## config.mk

```make
export PLATFORM = sky130hd
export DESIGN_NAME = ptos_isqrt
export DESIGN_NICKNAME = d
export VERILOG_FILES = /design/src/hw/rtl/ptos_pkg.sv /design/src/hw/rtl/ptos_isqrt.sv
export SDC_FILE = /design/constraint.sdc
export NUM_CORES = 1
export LEC_CHECK = 0
export BUFFER_PORTS_ARGS = -buffer_cell sky130_fd_sc_hd__buf_2
export CAP_MARGIN = 20
export CORE_ASPECT_RATIO = 1.5
export CORE_MARGIN = 1.5
export CORE_UTILIZATION = 58
export CTS_CLUSTER_DIAMETER = 40
export DETAILED_ROUTE_END_ITERATION = 10
export HOLD_SLACK_MARGIN = 0.08
export PLACE_DENSITY_LB_ADDON = 0.12
export SLEW_MARGIN = 10
export SYNTH_ARGS = -nofsm -noshare
export SYNTH_HDL_FRONTEND = slang
export SYNTH_SLANG_ARGS = --single-unit
```

## constraint.sdc

```tcl
create_clock -name aclk -period 3.1 [get_ports aclk]
set_input_delay 0.155 -clock aclk [delete_from_list [all_inputs] [get_ports aclk]]
set_output_delay 0.155 -clock aclk [all_outputs]
set_load 0.01 [all_outputs]
```

## src/hw/rtl/ptos_pkg.sv

```systemverilog
// Shared types, reset values and codes for the presence table statistics core.
// Used by every module under hw/rtl.
`timescale 1ns / 1ps
package ptos_pkg;

    localparam int TABLE_DEPTH_DEF = 32;

    localparam logic signed [7:0]  RSSI_FLOOR_RST = -8'sd90;
    localparam logic        [31:0] LIFETIME_RST   = 32'd60000;
    localparam logic        [7:0]  SAT_COUNT_RST  = 8'd10;

    localparam logic signed [7:0]  STRONGEST_INIT = -8'sd100;
    localparam logic signed [11:0] MEAN_EMPTY     = -12'sd1600;
    localparam logic signed [15:0] PEAK_RST       = -16'sd25600;

    // peak = (7*peak + 768*strongest + 5 + 10*65536) / 10 - 65536
    // divide by ten as multiply by ceil(2^23 / 10) and shift by 23
    localparam int EMA_W = 22;
    localparam logic signed [EMA_W-1:0] EMA_KEEP   = 22'sd7;
    localparam logic signed [EMA_W-1:0] EMA_GAIN   = 22'sd768;
    localparam logic signed [EMA_W-1:0] EMA_OFFSET = 22'sd655365;
    localparam logic        [EMA_W-1:0] EMA_RECIP  = 22'd838861;
    localparam int                      EMA_SHIFT  = 23;
    localparam logic        [7:0]       OCC_SCALE  = 8'd200;

    localparam int CFG_IDX_W = 2;
    typedef enum logic [CFG_IDX_W-1:0] {
        CFG_RSSI_FLOOR = 2'd0,
        CFG_LIFETIME   = 2'd1,
        CFG_SAT_COUNT  = 2'd2
    } cfg_index_t;

    localparam logic OP_OBSERVE  = 1'b0;
    localparam logic OP_SNAPSHOT = 1'b1;

    typedef struct packed {
        logic [31:0]       key;
        logic signed [7:0] rssi;
        logic [31:0]       stamp;
    } entry_t;

    typedef struct packed {
        logic shift;
        logic evict;
        logic write;
    } cell_ctrl_t;

endpackage

```

## src/hw/rtl/ptos_isqrt.sv

```systemverilog
// Integer square root, one result bit per cycle (digit by digit).
// Depends on ptos_pkg only for the common import style.
`timescale 1ns / 1ps
module ptos_isqrt
    import ptos_pkg::*;
#(
    parameter int RW = 18
) (
    input  logic            aclk,
    input  logic            aresetn,
    input  logic            start,
    input  logic [2*RW-1:0] radicand,
    output logic            done,
    output logic [RW-1:0]   root
);

    localparam int CNTW = $clog2(RW + 1);

    logic [2*RW-1:0] x_reg;
    logic [RW+1:0]   rem_reg;
    logic [RW-1:0]   root_reg;
    logic [CNTW-1:0] cnt_reg;
    logic            busy_reg;
    logic            done_reg;
    logic [RW+3:0]   r2;
    logic [RW+3:0]   trial;
    logic            fits;

    assign r2    = {rem_reg, x_reg[2*RW-1 -: 2]};
    assign trial = {2'b00, root_reg, 2'b01};
    assign fits  = r2 >= trial;
    assign done  = done_reg;
    assign root  = root_reg;

    always_ff @(posedge aclk) begin
        if (!aresetn) begin
            busy_reg <= 1'b0;
            done_reg <= 1'b0;
            cnt_reg  <= '0;
        end else begin
            done_reg <= 1'b0;
            if (start) begin
                busy_reg <= 1'b1;
                cnt_reg  <= CNTW'(RW);
            end else if (busy_reg) begin
                cnt_reg <= cnt_reg - 1'b1;
                if (cnt_reg == CNTW'(1)) begin
                    busy_reg <= 1'b0;
                    done_reg <= 1'b1;
                end
            end
        end
    end

    always_ff @(posedge aclk) begin
        if (start) begin
            x_reg    <= radicand;
            rem_reg  <= '0;
            root_reg <= '0;
        end else if (busy_reg) begin
            x_reg    <= x_reg << 2;
            rem_reg  <= fits ? (RW+2)'(r2 - trial) : (RW+2)'(r2);
            root_reg <= {root_reg[RW-2:0], fits};
        end
    end

endmodule

```

# Yosys cells after proc, flatten, opt, wreduce, memory -nomap -nowiden
# Index checks and enable logic that the tools add are counted.
dict set report op_classes {
  add_sub_neg 2
  magnitude_cmp 1
  n_eq_ne 1
  muxes 9
  n_bitwise 2
  n_reduce_logical 3
}
# operator n
set ops {}
lappend ops {{$mux W36} 2}
lappend ops {{$ge A22 B20 Y1} 1}
lappend ops {{$mux W20} 1}
lappend ops {{$sub A20 B20 Y20} 1}
lappend ops {{$mux W5} 2}
lappend ops {{$eq A5 B1 Y1 const B} 1}
lappend ops {{$sub A5 B1 Y5 const B} 1}
lappend ops {{$mux W1} 4}
lappend ops {{$reduce_or A3 Y1} 1}
lappend ops {{$not A1 Y1} 2}
lappend ops {{$reduce_bool A2 Y1} 1}
lappend ops {{$reduce_or A2 Y1} 1}
dict set report totals {
  ff_bits 81
  input_bits 39
  output_inout_bits 19
}

# Depth between registers and ports, before layout
dict set report depth {
  depth_word 4
  ltp_mapped 13
  ltp_nobuf 10
}

# Worst setup path after synthesis
# OpenSTA, ideal clock, no wires.
dict set report synth_timing {
  path_kind {register to register}
  startpoint {register root_reg[8] (netlist: root[8])}
  endpoint {register rem_reg[18]}
  setup_time_ns 0.127
  arrival_ns 2.428
  required_ns 2.973
  slack_ns 0.544
  path_stages_with_launch 14
  path_buffers 3
  synth_period_minus_slack_ns 2.556
  path_cell_list {dfxtp_1 > inv_1 > ha_1 > buf_4 > and2_4 > nand3_2 > or3_4 > nor4_2 > nor4_1 > and2_1 > buf_6 > buf_2 > a31oi_1 > o31ai_1}
}
dict set report synth_between {
  elab_chain_cells 2
  elab_cells_between_ends 3
  cone_classes {add/sub (1); order compare (1); mux (1)}
}
# item line_no
set synth_rtl {}
lappend synth_rtl {{from (decl)} ptos_isqrt.sv:21} ;# logic [RW-1:0] root_reg;
lappend synth_rtl {{from (signal assigned)} ptos_isqrt.sv:63} ;# root_reg <= {root_reg[RW-2:0], fits};
lappend synth_rtl {{$sub A20 B20 Y20 or $ge A22 B20 Y1 (tied branches)} {ptos_isqrt.sv:62, ptos_isqrt.sv:31}}
lappend synth_rtl {{$mux W20 (*)} ptos_isqrt.sv:62} ;# rem_reg <= fits ? (RW+2)'(r2 - trial) : (RW+2)'(r2);
lappend synth_rtl {{to (signal assigned)} ptos_isqrt.sv:62}
lappend synth_rtl {{to (decl)} ptos_isqrt.sv:20} ;# logic [RW+1:0] rem_reg;
# Mark *: on every way between the ends. The rest lies on a longest branch, timed or not.
# A chain may end at the register's enable or synchronous reset.

# Worst setup path after layout
dict set report layout_timing {
  startpoint {register root_reg[8] (netlist: root[8])}
  endpoint {register rem_reg[1]}
}
dict set report layout_between {
  elab_chain_cells 2
}
# item line_no
set layout_rtl {}
lappend layout_rtl {{$ge A22 B20 Y1} ptos_isqrt.sv:31} ;# assign fits = r2 >= trial;
lappend layout_rtl {{$mux W20} ptos_isqrt.sv:62}
# Every way passes these cells.

==> results_dict.tcl <==
set metrics [dict create \
    status "completed" \
    fmax_mhz 348 \
    first_pass_iters 6 \
    synth-main-ff-cell "dfxtp_1" \
    cts_setup_buffers 0 \
    routedWlPerCell_um 15.4 \
    vdd_drop_max_mv 0.443 \
    hold_buffers 0 \
    avgSynthCellArea_sq_um 9.88 \
    die_h_um 111 \
    drtIter0Drc 237 \
    power_frac_clock_pct 29.1 \
    synthDistinctLibCells 53 \
    p_seq_share_pct 36.2 \
    dieArea_sq_um 8330 \
    fin_crit_ns 2.87 \
    drv_slew 0 \
    clock-sinks 81 \
    max_cap_viol_count 0 \
    layout-drive-gt1-share_pct 24.4 \
    crit_chain "inv_1 > ha_1 > and2_4 > nand3_2 > or3_4 > nor4_2 > nor4_1 > and2_1 > a21o_1 > a311oi_2" \
    p_int_w 0.00237 \
    rsz0062_at_grt "false" \
    vias 3528 \
    cts_root_buf "clkbuf_16" \
    power.density_nw_per_um2 693 \
    dp_hpwl_um 6390 \
    relSlewSlack_pct 47.1 \
    critPathLaunchType "flop" \
    via_per_inst 5.77 \
    netlist_instances 457 \
    fill_cells 613 \
    hp-class "input pin to flop" \
    grt_pass1_wl_um 15700 \
    p_sw_share_pct 33.7 \
    cts_resized 0 \
    hold_viol_final 0 \
    crit_arrival_ns 3.13 \
    leakagePower_nw 2.12 \
    postSynth.asyncResetShare_pct 0 \
    antenna_cells 0 \
    clk_pin_slew_ns 0.06 \
    tritoncts "done" \
    yosys_warnings 0 \
    synth-seq-area-share_pct 43.9 \
    ys_seq_elements 81 \
    tightest_slew_ns 0.794 \
    start_util_pct 59.7 \
    slowest_stage "or3_4" \
    syn2layout_area_growth_pct 14.4 \
    setup-tns-final_ns 0 \
    largest_reg_flops 36 \
    syn_nets 518 \
    setup_viol 0 \
    synth_edf_count 36 \
    htreeDepth 3 \
    fin_nets 565 \
    crit_type "flop to flop" \
    clock_path_buffers 2 \
    clock_latency_ns 0.34 \
    comb_power_share_pct 34.7 \
    io_buffers 57 \
    fin_ws_ns 0.229 \
    switchingPower_w 0.00121 \
    grt.total_usage_pct 24.7 \
    required_ns 3.36 \
    io_pins 58 \
    cp_slowest_stage_delay_ns 0.42 \
    finalCritPeriodShare_pct 92.6 \
    place_ws_ns 0.236 \
    synth_area_sq_um 4510 \
    die_w_um 75.0 \
    numCtsBuffers 9 \
    overflow 0 \
    end_kind "flop" \
    wirelength_um 9380 \
    grt_pass1_vias 3489 \
    cp_top_family "simple AND/OR/NAND/NOR gates" \
    remaining_drc_errors 0 \
    gp_congestion 0.857 \
    crit_buf_inv 1 \
    placementRows 39 \
    design.core.area_sq_um 7560 \
    antenna_found_initial 0 \
    crit_path_max_fanout 19 \
    grt_max_degree 75 \
    skew_ns 0.00521 \
    ant_nets 0 \
]
[final cells by class]
| class | count | area, sq um | share of cell area [%] |
|---|---|---|---|
| Tap cell | 102 | 128 | 2.47 |
| Sequential cell | 81 | 1980 | 38.4 |
| Multi-Input combinational cell | 320 | 2300 | 44.5 |
| Clock buffer | 11 | 233 | 4.51 |
| Timing Repair Buffer | 64 | 363 | 7.03 |
| Clock inverter | 5 | 56.3 | 1.09 |
| Inverter | 28 | 105 | 2.03 |
[metal layers]
layer  vias to the layer above  track usage (%)  share of wire [%]
met3                        32             6.09                4.7
li1                       1746                -                  -
met5                         -                0                  0
met4                         0             14.4                4.4
met1                      1644             28.4                 40
met2                       106             40.3                 50
[Yosys cell counts, types with 3 or more instances]
cell type   n  share of area [%]
a21o_1     14                2.3
a211oi_1    3               0.50
nor3_1      7               0.78
a21boi_0    3               0.50
o21ai_1     8               0.89
and3_1      4               0.55
xor2_1      7                1.4
o211ai_1    3               0.50
o21ai_0    18                2.0
nand4_1     3               0.42
buf_1       3               0.25
a31oi_1     3               0.42
a311oi_1   16                3.1
dfxtp_1    45                 20
mux2i_1    17                3.8
ha_1       22                6.1
clkbuf_1   16                1.3
a21oi_1    13                1.4
and2_1      4               0.55
buf_2       3               0.33
a21oi_2     3               0.58
nand3_1    20                2.2
nor2b_1     4               0.55
buf_4       3               0.50
mux2_2     35                8.7
nor2_1     50                4.2
nand2_1    24                2.0
edfxtp_1   36                 24
xnor2_1    12                2.3
nor4_1      3               0.42
inv_1      28                2.3
[kinds of logic after synthesis]
family	Yosys count	share of synthesized area [%]
and+or+nand+nor	132	14.0
muxes	52	12.5
buffers and inverters	56	5.21
DFF	81	43.9
xor gates and xnor gates	19	3.69
AOI/OAI and AO/OA	95	14.6
adders and majority gates	22	6.10
[power by group through the flow]
stage               clock network (W)  logic [W]  registers (W)
floorplan                           0   0.000967        0.00130
global placement                    0    0.00120        0.00131
detailed placement                  0    0.00122        0.00132
CTS                           0.00106    0.00123        0.00130
global route                  0.00110    0.00137        0.00131
finish                        0.00104    0.00124        0.00130
[stage by stage]
step / power [W] / hold slack [ns] / util [%] / instances / cell area [sq um]
after floorplan: 0.00226 / 0.283 / - / 457 / 4510
after global placement: 0.00252 / 0.421 / 64.5 / 595 / 4880
after detailed placement: 0.00253 / 0.437 / 64.5 / 595 / 4880
after CTS: 0.00358 / 0.0806 / 68.3 / 611 / 5160
after global routing: 0.00378 / 0.0998 / 68.3 / 611 / 5160
final: 0.00358 / 0.0905 / 68.3 / 611 / 5160
[cells in the final DEF, fill, tap and decap left out, types with 18 or more instances in the layout]
master,count
nor2_1,50
mux2_2,35
inv_1,28
o21ai_0,18
edfxtp_1,36
dfxtp_1,44
nand2_1,24
buf_2,57
nand3_1,20
ha_1,22
[path summary, 6_finish.rpt]
path,depth (start not counted),endpoint,start,slack [ns]
worst min register to register,2,rem_reg[12],rem_reg[12],0.50
worst min-delay path,2,cnt_reg[4],aresetn,0.09
worst max register to register,10,rem_reg[1],root[8],0.23
worst max-delay path,10,rem_reg[1],root[8],0.23
Note: power is estimated with default switching activity, not from simulation.
