### src/hw/rtl/ptos_pkg.sv
// Shared types, reset values and codes for the presence table statistics core.
// Used by every module under hw/rtl.
`timescale 1ns / 1ps
package ptos_pkg;

    localparam int TABLE_DEPTH_DEF = 32;

    localparam logic signed [7:0]  RSSI_FLOOR_RST = -8'sd90;
    localparam logic        [31:0] LIFETIME_RST   = 32'd60000;
    localparam logic        [7:0]  SAT_COUNT_RST  = 8'd10;

    localparam logic signed [7:0]  STRONGEST_INIT = -8'sd100;
    localparam logic signed [11:0] MEAN_EMPTY     = -12'sd1600;
    localparam logic signed [15:0] PEAK_RST       = -16'sd25600;

    // peak = (7*peak + 768*strongest + 5 + 10*65536) / 10 - 65536
    // divide by ten as multiply by ceil(2^23 / 10) and shift by 23
    localparam int EMA_W = 22;
    localparam logic signed [EMA_W-1:0] EMA_KEEP   = 22'sd7;
    localparam logic signed [EMA_W-1:0] EMA_GAIN   = 22'sd768;
    localparam logic signed [EMA_W-1:0] EMA_OFFSET = 22'sd655365;
    localparam logic        [EMA_W-1:0] EMA_RECIP  = 22'd838861;
    localparam int                      EMA_SHIFT  = 23;
    localparam logic        [7:0]       OCC_SCALE  = 8'd200;

    localparam int CFG_IDX_W = 2;
    typedef enum logic [CFG_IDX_W-1:0] {
        CFG_RSSI_FLOOR = 2'd0,
        CFG_LIFETIME   = 2'd1,
        CFG_SAT_COUNT  = 2'd2
    } cfg_index_t;

    localparam logic OP_OBSERVE  = 1'b0;
    localparam logic OP_SNAPSHOT = 1'b1;

    typedef struct packed {
        logic [31:0]       key;
        logic signed [7:0] rssi;
        logic [31:0]       stamp;
    } entry_t;

    typedef struct packed {
        logic shift;
        logic evict;
        logic write;
    } cell_ctrl_t;

endpackage

### src/hw/rtl/ptos_divider.sv
// Unsigned restoring divider, one quotient bit per cycle.
// Depends on ptos_pkg only for the common import style.
`timescale 1ns / 1ps
module ptos_divider
    import ptos_pkg::*;
#(
    parameter int DVW = 36,
    parameter int DSW = 12
) (
    input  logic           aclk,
    input  logic           aresetn,
    input  logic           start,
    input  logic [DVW-1:0] dividend,
    input  logic [DSW-1:0] divisor,
    output logic           busy,
    output logic           done,
    output logic [DVW-1:0] quotient
);

    localparam int CNTW = $clog2(DVW + 1);

    logic [DVW-1:0]  quo_reg;
    logic [DSW-1:0]  rem_reg;
    logic [DSW-1:0]  dsr_reg;
    logic [CNTW-1:0] cnt_reg;
    logic            busy_reg;
    logic            done_reg;
    logic [DSW:0]    trial;
    logic            fits;

    assign trial    = {rem_reg, quo_reg[DVW-1]};
    assign fits     = trial >= {1'b0, dsr_reg};
    assign busy     = busy_reg;
    assign done     = done_reg;
    assign quotient = quo_reg;

    always_ff @(posedge aclk) begin
        if (!aresetn) begin
            busy_reg <= 1'b0;
            done_reg <= 1'b0;
            cnt_reg  <= '0;
        end else begin
            done_reg <= 1'b0;
            if (start) begin
                busy_reg <= 1'b1;
                cnt_reg  <= CNTW'(DVW);
            end else if (busy_reg) begin
                cnt_reg <= cnt_reg - 1'b1;
                if (cnt_reg == CNTW'(1)) begin
                    busy_reg <= 1'b0;
                    done_reg <= 1'b1;
                end
            end
        end
    end

    always_ff @(posedge aclk) begin
        if (start) begin
            quo_reg <= dividend;
            rem_reg <= '0;
            dsr_reg <= divisor;
        end else if (busy_reg) begin
            quo_reg <= {quo_reg[DVW-2:0], fits};
            rem_reg <= fits ? DSW'(trial - {1'b0, dsr_reg}) : DSW'(trial);
        end
    end

endmodule

### config.mk
export PLATFORM = sky130hd
export DESIGN_NAME = ptos_divider
export DESIGN_NICKNAME = d
export VERILOG_FILES = /design/src/hw/rtl/ptos_pkg.sv /design/src/hw/rtl/ptos_divider.sv
export SDC_FILE = /design/constraint.sdc
export NUM_CORES = 1
export LEC_CHECK = 0
export ABC_AREA = 1
export BUFFER_PORTS_ARGS = -buffer_cell sky130_fd_sc_hd__buf_2
export CORE_MARGIN = 8
export CORE_UTILIZATION = 43
export CTS_BUF_LIST = sky130_fd_sc_hd__clkbuf_2
export CTS_CLUSTER_SIZE = 25
export DETAILED_ROUTE_END_ITERATION = 16
export PLACE_DENSITY = 0.68
export SLEW_MARGIN = 20
export SYNTH_ARGS = -nofsm -noshare
export SYNTH_HDL_FRONTEND = slang
export SYNTH_SLANG_ARGS = --single-unit
### constraint.sdc
create_clock -name aclk -period 4 [get_ports aclk]
set_input_delay 0.6 -clock aclk [delete_from_list [all_inputs] [get_ports aclk]]
set_output_delay 0.6 -clock aclk [all_outputs]
set_load 0.02 [all_outputs]
Word level (Yosys, flattened, before mapping)
Index checks and enable logic that the tools add are counted.
{ "word_totals": {"rom_bits": 0, "ram_bits": 0, "latch_bits": 0, "input_bits": 51, "n_memories": 0, "reg_bits": 68, "output_inout_bits": 38} }
{ "op_classes": {"div_mod_pow": 0, "mux": 9, "magnitude_cmp": 1, "n_reduce_logical": 3, "addsub": 2, "n_eq_ne": 1, "shifts": 0, "n_mul": 0, "bitwise": 2} }
{ "ops": {"columns": ["operator", "n"], "rows": [
  ["$mux 36", 2],
  ["$ge 13x12->1", 1],
  ["$mux 12", 1],
  ["$mux 6", 2],
  ["$sub 12x12->12", 1],
  ["$eq 6x1->1 const B", 1],
  ["$sub 6x1->6 const B", 1],
  ["$mux 1", 4],
  ["$reduce_or 3->1", 1],
  ["$not 1->1", 2],
  ["$reduce_bool 2->1", 1],
  ["$reduce_or 2->1", 1]
]} }

Logic depth before layout (Yosys ltp)
Gate-level depths: netlist of run 1.
{ "logic_depth": {"depth_word": 4, "depth_mapped": 12, "depth_no_buf": 12} }

Least setup slack after synthesis of run 1
OpenSTA, ideal clock, no wires.
{ "synth_timing": {"path_type": "register to register", "from": "register busy_reg (netlist: busy)", "to": "register quo_reg[0] (netlist: quotient[0]) (enable)", "stages_incl_launch_ff": 5, "synth_period_minus_slack_ns": 2.022, "t_arrival_ns": 1.632, "path_buffers": 2, "path_slack_ns": 1.978, "path_cell_list": "dfxtp_1 > buf_2 > nor2_1 > clkbuf_1 > inv_1"} }
{ "synth_via": {"elab_chain_len": 1} }
{ "synth_rtl": {"columns": ["item", "line_no", "source"], "rows": [
  ["start: declaration", "ptos_divider.sv:26", "logic busy_reg;"],
  ["start signal: assignment", "ptos_divider.sv:39", "busy_reg <= 1'b0;"],
  ["start signal: assignment", "ptos_divider.sv:45", "busy_reg <= 1'b1;"],
  ["start signal: assignment", "ptos_divider.sv:50", "busy_reg <= 1'b0;"],
  ["$reduce_bool 2->1 (no line)", null, null],
  ["end signal: assignment", "ptos_divider.sv:59", "quo_reg <= dividend;"],
  ["end signal: assignment", "ptos_divider.sv:63", "quo_reg <= {quo_reg[DVW-2:0], fits};"],
  ["end: declaration", "ptos_divider.sv:22", "logic [DVW-1:0] quo_reg;"]
]} }
Every way passes these cells.
A chain may end at the register's enable or synchronous reset.

Final worst setup path of run 1
{ "layout_timing": {"from": "register dsr_reg[7]", "to": "register rem_reg[2]"} }
{ "layout_via": {"elab_chain_len": 2} }
{ "layout_rtl": {"columns": ["item", "line_no", "source"], "rows": [
  ["start: declaration", "ptos_divider.sv:24", "logic [DSW-1:0] dsr_reg;"],
  ["start signal: assignment", "ptos_divider.sv:61", "dsr_reg <= divisor;"],
  ["$ge 13x12->1", "ptos_divider.sv:32", "assign fits = trial >= {1'b0, dsr_reg};"],
  ["$mux 12", "ptos_divider.sv:64", "rem_reg <= fits ? DSW'(trial - {1'b0, dsr_reg}) : DSW'(trial);"],
  ["end signal: assignment", "ptos_divider.sv:64", null],
  ["end: declaration", "ptos_divider.sv:23", "logic [DSW-1:0] rem_reg;"]
]} }
Every way passes these cells.

==> metrics.cfg, run 1 <==
[clocking]
clk_path_buf_depth = 2
cts_tree = built
clock-root-buffer = clkbuf_2
cts.clk_slew.worst_paths_ns = 0.19
cts_resized = 0
htreeDepth = 3
clk_latency_ns = 0.48
hold_buffers = 0
cts_made_buffers = 9
post_cts_buffers = 0
clkSinkCount = 68

[worst_setup_path]
path_max_fanout = 14
crit_path_frequent_cell = nand2_1
rr_endpoint = rem_reg[2]$_SDFFE_PP0P_
crit_end = rem_reg[2]$_SDFFE_PP0P_
cp.arrival_ns = 2.54
r2r-start = dsr_reg[7]$_DFFE_PP_
worst_setup_path_end_kind = flop
startpoint_type = flop
slowest_delay_ns = 0.37
r2r_slack_ns = 1.88
path_cells = inv_1 -> ha_1 -> nand2_2 -> inv_1 -> nand2_1 -> nand2_1 -> a21oi_4 -> nand3_4 -> nand2_1 -> nand2_1 -> o21ai_0
critical_path_class = flop to flop
cp_slowest_cell = a21oi_4
crit_start = dsr_reg[7]$_DFFE_PP_
r2r_cells = 11
worstPathRequired_ns = 4.42

[grt]
use_met2 = 0.241
track_usage = 0.153
use_met3 = 0.0470
grt_pass1_wl_um = 14600
grt_use_met1 = 0.193
grt_overflow = 0
antenna_found_initial = 0
grt_pass1_vias = 3191
grt_max_degree = 42
grt.busiest_layer = met2

[power]
power.leakage_nw = 2.20
p_per_area_nw_per_um2 = 354
peakVddDrop_mv = 0.196

[route]
detail-route-antenna-nets = 0
route.detailed.drc = 0
viasPerCell = 4.85
drt-wirelength-per-cell_um = 13.3
dr.pass1.iters = 5
routed_wl_um = 8580
drt_iter0_drc = 128
dr_total_vias = 3137

[placed_design]
placed_cells = 631
io_buffer_count = 88
gp_congestion = 0.856
dp_hpwl_um = 6360
place_area_sq_um = 4160
place_ws_ns = 1.66

[logic_synthesis]
syn_nets = 517
ys_seq_elements = 68
synthArstFlopShare = 0
yosysUniqueCellTypes = 33
yosys.area.top_type = edfxtp_1
yosysSeqAreaShare = 0.505
yosysWarnings = 0
synth_ff_type = edfxtp_1
synth_area_leaders = edfxtp_1 39%, nand2_1 20%, dfxtp_1 11%, inv_1 5.9%, ha_1 4.8%
netlist_area_sq_um = 3650
synth_top_area_share = 0.395
synth_common_cells = 195 x nand2_1, 57 x inv_1, 48 x edfxtp_1
synth-edff-count = 48
synthCells = 451
syn_area_per_cell_sq_um = 8.09
post-synth-top-count-cell = nand2_1

[floorplanning]
start_util = 0.444
coreArea_sq_um = 8220
die-area_sq_um = 11700
die_w_um = 108
rows = 33
num_io_pins = 89
die_h_um = 108

[timing]
max_clock_freq_ghz = 0.471
tns_ns = 0
skew_ns = 0.0266
rsz0062_at_grt = no
finalHoldViolCount = 0
tightest_slew_ns = 0.869
final_max_slew_viol_count = 0
post-route-period-util = 0.531
relSlewSlack = 0.418
layout_setup_ws_ns = 1.88
report.final.setup_viol = 0
period_needed_ns = 2.12
hold_slack_ns = 0.278

[min_path]
min_path_cells = 1
hp-class = input port to flop

[finish]
final_area_sq_um = 4280
nNetsFinal = 603
largest_register_ffs = 36
nFillCells = 817
drive_gt1_frac = 0.227
num_antenna_cells = 0
final_cells = 647
synthToLayoutAreaGrowth_pct = 17.1

[outcome]
status = complete, no violations

[job]
cap_violations = 0

-- critical path: cells and delay by family (launching register included) --
| kind | cells | cell delay (ns) |
|---|---|---|
| AND/OR/NAND/NOR | 6 | 0.73 |
| flip-flops | 1 | 0.36 |
| adder cells (fa/ha/maj) | 1 | 0.33 |
| buffers and inverters | 2 | 0.09 |
| AO/OA/AOI/OAI | 2 | 0.56 |
-- per-stage QoR --
step	util	total power [W]
floorplan	-	0.00103
global placement	0.507	0.00113
detailed placement	0.507	0.00114
CTS	0.520	0.00153
global route	0.520	0.00159
finish	0.520	0.00151
-- worst min path at each step --
stage | start | end | slack, ns
after CTS | divisor[11] | dsr_reg[11]$_DFFE_PP_ | 0.22
after global placement | cnt_reg[5]$_SDFFE_PN0P_ | cnt_reg[5]$_SDFFE_PN0P_ | 0.46
after detailed placement | rem_reg[6]$_SDFFE_PP0P_ | rem_reg[6]$_SDFFE_PP0P_ | 0.47
final | divisor[11] | dsr_reg[11]$_DFFE_PP_ | 0.28
after floorplan | cnt_reg[5]$_SDFFE_PN0P_ | cnt_reg[5]$_SDFFE_PN0P_ | 0.44
after global routing | divisor[11] | dsr_reg[11]$_DFFE_PP_ | 0.23
-- cell type report --
type	count	area (sq um)	area share
repair buffers	90	455	0.107
flip-flops and latches	68	1840	0.431
well taps	105	131	0.0307
clock inverters	7	66.3	0.0155
inverters	60	225	0.0527
multi-input cells	308	1510	0.353
clock buffers	9	45.0	0.0105
-- routing by layer --
metal | up-vias | share of wire
met1 | 1418 | 0.45
li1 | 1605 | -
met2 | 104 | 0.46
met5 | - | 0
met4 | 0 | 0.014
met3 | 10 | 0.074
-- where the power goes --
| group | internal (W) | total (W) | switching [W] |
|---|---|---|---|
| Sequential | 0.000820 | 0.000851 | 0.0000312 |
| Combinational | 0.0000930 | 0.000270 | 0.000177 |
| Clock | 0.000141 | 0.000392 | 0.000251 |
| Total | 0.00105 | 0.00151 | 0.000459 |
-- layout by cell type, fill, tap and decap left out --
cell type	instances
a21boi_0	1
nor3_1	3
a21oi_4	1
inv_6	1
clkinvlp_4	2
xor2_1	1
nor2_4	1
edfxtp_1	48
nor2_2	2
and3_1	1
inv_1	56
nand2_2	3
a21oi_1	6
clkinv_2	1
nand4_1	15
a211oi_1	1
dfxtp_1	20
nor2_1	23
o21ai_0	2
inv_2	4
a31oi_1	1
nand3b_1	1
nand3_1	23
bufinv_16	1
nand3_2	5
clkbuf_2	9
nand3_4	1
fa_1	1
buf_4	2
ha_1	14
buf_2	88
clkinv_1	2
nand2_1	195
o31ai_1	1
nor3_2	2
xnor2_1	4
-- logic make-up (layout without fill, tap and decap cells) --
kind of cell / after synthesis / count (layout) / synth area share
AOI/OAI and AO/OA: 13 / 13 / 0.0233
and+or+nand+nor: 275 / 275 / 0.325
adders and majority gates: 15 / 15 / 0.0535
xor gates and xnor gates: 5 / 5 / 0.0120
DFF: 68 / 68 / 0.505
buffers and inverters: 75 / 166 / 0.0816
(Power assumes the default switching activity.)
==> inputs of run 2 (changes only) <==
--- a/config.mk
+++ b/config.mk
@@ -12,7 +12,7 @@
 export CTS_BUF_LIST = sky130_fd_sc_hd__clkbuf_2
 export CTS_CLUSTER_SIZE = 25
 export DETAILED_ROUTE_END_ITERATION = 16
-export PLACE_DENSITY = 0.68
+export PLACE_DENSITY = 0.71
 export SLEW_MARGIN = 20
 export SYNTH_ARGS = -nofsm -noshare
 export SYNTH_HDL_FRONTEND = slang
==> constraint.sdc (replaced) <==
create_clock -name aclk -period 1.72 [get_ports aclk]
set_input_delay 0.258 -clock aclk [delete_from_list [all_inputs] [get_ports aclk]]
set_output_delay 0.258 -clock aclk [all_outputs]
set_load 0.02 [all_outputs]
==> metrics.cfg, run 2 (synthesis results as in run 1) <==
[outcome]
status = finished with violations
failed_checks = setup timing

[job]
cap_violations = 0  ; unchanged

[clocking]
clk_path_buf_depth = 2  ; unchanged
htreeDepth = 3  ; unchanged
clock-root-buffer = clkbuf_2
clkSinkCount = 68  ; unchanged
cts.clk_slew.worst_paths_ns = 0.21  ; +0.02 ns
cts_made_buffers = 9  ; unchanged
cts_tree = built
clk_latency_ns = 0.50  ; +0.02 ns

[finish]
final_cells = 726  ; +12%
layout_common_cells = 182 x nand2_1, 88 x buf_2, 48 x edfxtp_1
drive_gt1_frac = 0.348  ; +0.121
final_common_cell = nand2_1
synthToLayoutAreaGrowth_pct = 46.7
nNetsFinal = 682  ; +13%
largest_register_ffs = 36  ; unchanged
num_antenna_cells = 0  ; unchanged

[route]
viasPerCell = 4.97  ; +2.5%
drt-wirelength-per-cell_um = 14.6  ; +10%
dr.pass1.iters = 5  ; unchanged
drt_iter0_drc = 220  ; +72%
dr_total_vias = 3607  ; +15%
detail-route-antenna-nets = 0  ; unchanged
route.detailed.drc = 0  ; unchanged
routed_wl_um = 10600  ; +24%

[worst_setup_path]
worstPathRequired_ns = 2.15  ; -2.27 ns
slowest_delay_ns = 0.45  ; +0.08 ns
cp_slowest_cell = edfxtp_1
critical_path_class = flop to flop
r2r-start = dsr_reg[4]$_DFFE_PP_
r2r_slack_ns = -0.05  ; -1.92 ns
r2r_cells = 12  ; +1
crit_start = dsr_reg[4]$_DFFE_PP_
path_max_fanout = 5  ; -9
crit_path_frequent_cell = nand2_1
path_cells = inv_2 -> ha_4 -> nand2_1 -> nand2_1 -> inv_2 -> nand3_2 -> nand2_4 -> nand3_4 -> buf_6 -> o21ai_2 -> nand3_1 -> nand2_1
worst_setup_path_end_kind = flop
cp.arrival_ns = 2.20  ; -0.34 ns
rr_endpoint = rem_reg[6]$_SDFFE_PP0P_
crit_end = rem_reg[6]$_SDFFE_PP0P_
startpoint_type = flop

[timing]
report.final.setup_viol = 8  ; +8
max_clock_freq_ghz = 0.566  ; +20%
skew_ns = 0.0299  ; +0.00330 ns
layout_setup_ws_ns = -0.0471  ; -1.92 ns
hold_slack_ns = 0.0421  ; -0.236 ns
post-route-period-util = 1.03  ; +0.497
final_max_slew_viol_count = 0  ; unchanged
rsz0062_at_grt = yes
tightest_slew_ns = 0.398  ; -0.472 ns
finalHoldViolCount = 0  ; unchanged
period_needed_ns = 1.77  ; -0.355 ns
relSlewSlack = 0.734  ; +0.316

[floorplanning]
coreArea_sq_um = 8220  ; unchanged
start_util = 0.444  ; unchanged
die_w_um = 108  ; unchanged
die-area_sq_um = 11700  ; unchanged
die_h_um = 108  ; unchanged
num_io_pins = 89  ; unchanged
rows = 33  ; unchanged

[power]
power.leakage_nw = 2.64  ; +20%
peakVddDrop_mv = 0.540  ; +180%
p_per_area_nw_per_um2 = 739  ; +110%

[grt]
track_usage = 0.186  ; +0.0326
antenna_found_initial = 0  ; unchanged
grt_max_degree = 36  ; -14%
grt_pass1_wl_um = 17500  ; +20%
grt_overflow = 0  ; unchanged
grt_pass1_vias = 3716  ; +16%

[min_path]
min_path_cells = 3  ; +2
hp-class = input port to flop

[placed_design]
io_buffer_count = 88  ; unchanged
place_ws_ns = -0.0757  ; -1.73 ns
placed_cells = 660  ; +4.6%
gp_congestion = 0.872  ; +1.9%
dp_hpwl_um = 6960  ; +9.3%

[run 2: where the power goes]
group / leakage, nW / total (W) / internal (W) / switching (W)
combinational: 1.91 / 0.000888 / 0.000390 / 0.000498
clock: 0.0781 / 0.00108 / 0.000486 / 0.000597
sequential: 0.650 / 0.00198 / 0.00191 / 0.0000784
[run 2: final cells by class]
cell class              count  area, sq um
repair buffers            168         1200
flip-flops and latches     68         1840
inverters                  60          229
well taps                 105          131
clock buffers              10         50.0
multi-input cells         309         1820
clock inverters             6         88.8
fillers                   615         2860
[run 2: worst max-delay path: cells and delay by family (launching register included)]
family	cells	cell delay, ns
buffers and inverters	3	0.32
DFF	1	0.45
and+or+nand+nor	7	0.66
AOI/OAI and AO/OA	1	0.04
adders and majority gates	1	0.22
[run 2: how the worst min path moves through the flow]
stage | start | to | slack (ns)
final | dividend[1] | quotient[1]$_DFFE_PP_ | 0.04
after CTS | dividend[17] | quotient[17]$_DFFE_PP_ | 0.0006
after detailed placement | divisor[5] | dsr_reg[5]$_DFFE_PP_ | 0.44
after floorplan | divisor[0] | dsr_reg[0]$_DFFE_PP_ | 0.36
after global placement | divisor[10] | dsr_reg[10]$_DFFE_PP_ | 0.43
after global routing | dividend[17] | quotient[17]$_DFFE_PP_ | 0.002
[run 2: timing repair]
action	in CTS	in global routing
endpoints found under the setup margin	13	13
endpoints found under the hold margin	42	1
hold buffers	40	1
resized for setup	35	29
pin swaps	11	11
gates cloned	1	0
setup buffers	3	5
[run 2: metal layers]
layer / GRT usage / routed length [um] / up-vias
li1: - / - / 1763
met5: 0 / 0 / -
met1: 0.218 / 4290 / 1659
met3: 0.0631 / 869 / 23
met4: 0.0634 / 180 / 0
met2: 0.311 / 5290 / 162
[run 2: stage by stage]
| stage | cell area (sq um) | total power, W | utilization | TNS (ns) |
|---|---|---|---|---|
| 4_1_cts | 5210 | 0.00393 | 0.634 | -0.0541 |
| 2_1_floorplan | 3680 | 0.00242 | - | -0.0256 |
| 3_3_place_gp | 4440 | 0.00270 | 0.540 | -0.0871 |
| 6_report | 5360 | 0.00396 | 0.652 | -0.156 |
| 5_1_grt | 5360 | 0.00414 | 0.652 | -1.21 |
| 3_5_place_dp | 4440 | 0.00272 | 0.540 | -0.629 |
==> inputs of run 3 (changes only) <==
--- a/config.mk
+++ b/config.mk
@@ -8,11 +8,11 @@
 export ABC_AREA = 1
 export BUFFER_PORTS_ARGS = -buffer_cell sky130_fd_sc_hd__buf_2
 export CORE_MARGIN = 8
-export CORE_UTILIZATION = 43
+export CORE_UTILIZATION = 30
 export CTS_BUF_LIST = sky130_fd_sc_hd__clkbuf_2
 export CTS_CLUSTER_SIZE = 25
 export DETAILED_ROUTE_END_ITERATION = 16
-export PLACE_DENSITY = 0.71
+export PLACE_DENSITY = 0.54
 export SLEW_MARGIN = 20
 export SYNTH_ARGS = -nofsm -noshare
 export SYNTH_HDL_FRONTEND = slang
==> metrics.cfg, run 3 (synthesis results as in run 1) <==
[outcome]
status = finished with violations
failed_checks = setup timing

[route]
detail-route-antenna-nets = 0  ; unchanged
dr.pass1.iters = 4  ; -1
dr_total_vias = 3480  ; -3.5%
route.detailed.drc = 0  ; unchanged
drt-wirelength-per-cell_um = 13.7  ; -6.8%
routed_wl_um = 10600  ; -0.22%
drt_iter0_drc = 135  ; -39%
viasPerCell = 4.48  ; -9.9%

[worst_setup_path]
worstPathRequired_ns = 2.19  ; +0.04 ns
path_max_fanout = 4  ; -1
worst_setup_path_end_kind = flop
startpoint_type = flop
critical_path_class = flop to flop
cp.arrival_ns = 2.25  ; +0.05 ns

[floorplanning]
rows = 40  ; +21%
die_h_um = 126  ; +17%
coreArea_sq_um = 12000  ; +46%
die-area_sq_um = 16000  ; +36%
start_util = 0.305  ; -0.139
die_w_um = 126  ; +17%
num_io_pins = 89  ; unchanged

[timing]
rsz0062_at_grt = yes
max_clock_freq_ghz = 0.564  ; -0.29%
finalHoldViolCount = 0  ; unchanged
report.final.setup_viol = 7  ; -1
layout_setup_ws_ns = -0.0523  ; -0.00516 ns
final_max_slew_viol_count = 0  ; unchanged
tightest_slew_ns = 0.368  ; -0.0296 ns
post-route-period-util = 1.03  ; +0.00300
skew_ns = 0.0485  ; +0.0186 ns
period_needed_ns = 1.77  ; +0.00516 ns
relSlewSlack = 0.754  ; +0.0195

[finish]
layout_common_cells = 183 x nand2_1, 88 x buf_2, 51 x inv_1
final_cells = 777  ; +7.0%
num_antenna_cells = 0  ; unchanged
synthToLayoutAreaGrowth_pct = 46.9  ; about the same
final_common_cell = nand2_1
nNetsFinal = 691  ; +1.3%
drive_gt1_frac = 0.313  ; -0.0351
largest_register_ffs = 36  ; unchanged

[clocking]
cts_tree = built
clk_latency_ns = 0.51  ; about the same
clk_path_buf_depth = 2  ; unchanged
cts_made_buffers = 9  ; unchanged
clock-root-buffer = clkbuf_2
htreeDepth = 3  ; unchanged
clkSinkCount = 68  ; unchanged
cts.clk_slew.worst_paths_ns = 0.20  ; about the same

[placed_design]
io_buffer_count = 88  ; unchanged
placed_cells = 706  ; +7.0%
dp_hpwl_um = 7460  ; +7.2%
gp_congestion = 0.820  ; -6.0%

[grt]
track_usage = 0.139  ; -0.0465
antenna_found_initial = 0  ; unchanged
grt_max_degree = 34  ; -5.6%
grt_pass1_vias = 3718  ; +0.054%
grt_pass1_wl_um = 18000  ; +2.8%
grt_overflow = 0  ; unchanged

[job]
cap_violations = 0  ; unchanged

[power]
total_power_w = 0.00373  ; -5.8%
peakVddDrop_mv = 0.460  ; -15%
power.leakage_nw = 2.64  ; +0.26%
p_per_area_nw_per_um2 = 696  ; -5.9%

[min_path]
hp-class = input port to flop

run 3: power breakdown:
part / switching (W) / internal, W / total (W)
clock network: 0.000555 / 0.000342 / 0.000897
registers: 0.0000707 / 0.00191 / 0.00198
logic: 0.000476 / 0.000380 / 0.000855
total: 0.00110 / 0.00263 / 0.00373
run 3: through the flow:
step	utilization	TNS [ns]	cell area (sq um)	setup WS (ns)	hold WS [ns]
after floorplan	-	-0.0256	3680	-0.0256	0.357
after global placement	0.377	-0.290	4510	-0.0553	0.436
after detailed placement	0.377	-0.725	4510	-0.117	0.437
after CTS	0.440	-0.0431	5270	-0.0253	0.000361
after global routing	0.448	-1.53	5360	-0.180	0.0108
final	0.448	-0.254	5360	-0.0523	0.0725
run 3: path summary, 6_finish.rpt:
| check | from | end | slack (ns) | depth (start not counted) |
|---|---|---|---|---|
| worst max-delay path | dsr_reg[10]$_DFFE_PP_ | rem_reg[8]$_SDFFE_PP0P_ | -0.05 | 12 |
| worst max register to register | dsr_reg[10]$_DFFE_PP_ | rem_reg[8]$_SDFFE_PP0P_ | -0.05 | 12 |
| worst min register to register | cnt_reg[5]$_SDFFE_PN0P_ | cnt_reg[5]$_SDFFE_PN0P_ | 0.50 | 2 |
| worst min-delay path | dividend[27] | quotient[27]$_DFFE_PP_ | 0.07 | 3 |
run 3: critical path, cell delays in order (launching register included):
cell,delay (ns)
edfxtp_1,0.42
inv_2,0.07
ha_4,0.21
nand2_2,0.07
nand2_2,0.06
nand2_2,0.06
nand2_2,0.07
a21oi_4,0.25
nand3_4,0.17
buf_12,0.17
nand3_1,0.06
nand3_1,0.07
nand2_1,0.05
run 3: area by class of cell:
class | instances | area [sq um]
Multi-Input combinational cell | 309 | 1720
Timing Repair Buffer | 177 | 1280
Inverter | 60 | 229
Fill cell | 1162 | 6600
Clock inverter | 4 | 41.3
Sequential cell | 68 | 1840
Clock buffer | 12 | 60.1
Tap cell | 147 | 184
run 3: metal layers:
layer	vias to the layer above	track usage	part of all wire
met1	1599	0.161	0.43
met3	13	0.0478	0.062
li1	1785	-	-
met2	83	0.241	0.49
met4	0	0.0396	0.013
met5	-	0	0
run 3: timing repair:
item | CTS | global route
hold buffers | 48 | 0
buffers inserted | 3 | 2
setup endpoints to repair | 13 | 13
endpoints found under the hold margin | 50 | 0
gates cloned | 2 | 0
resized for setup | 27 | 16
pin swaps | 7 | 10
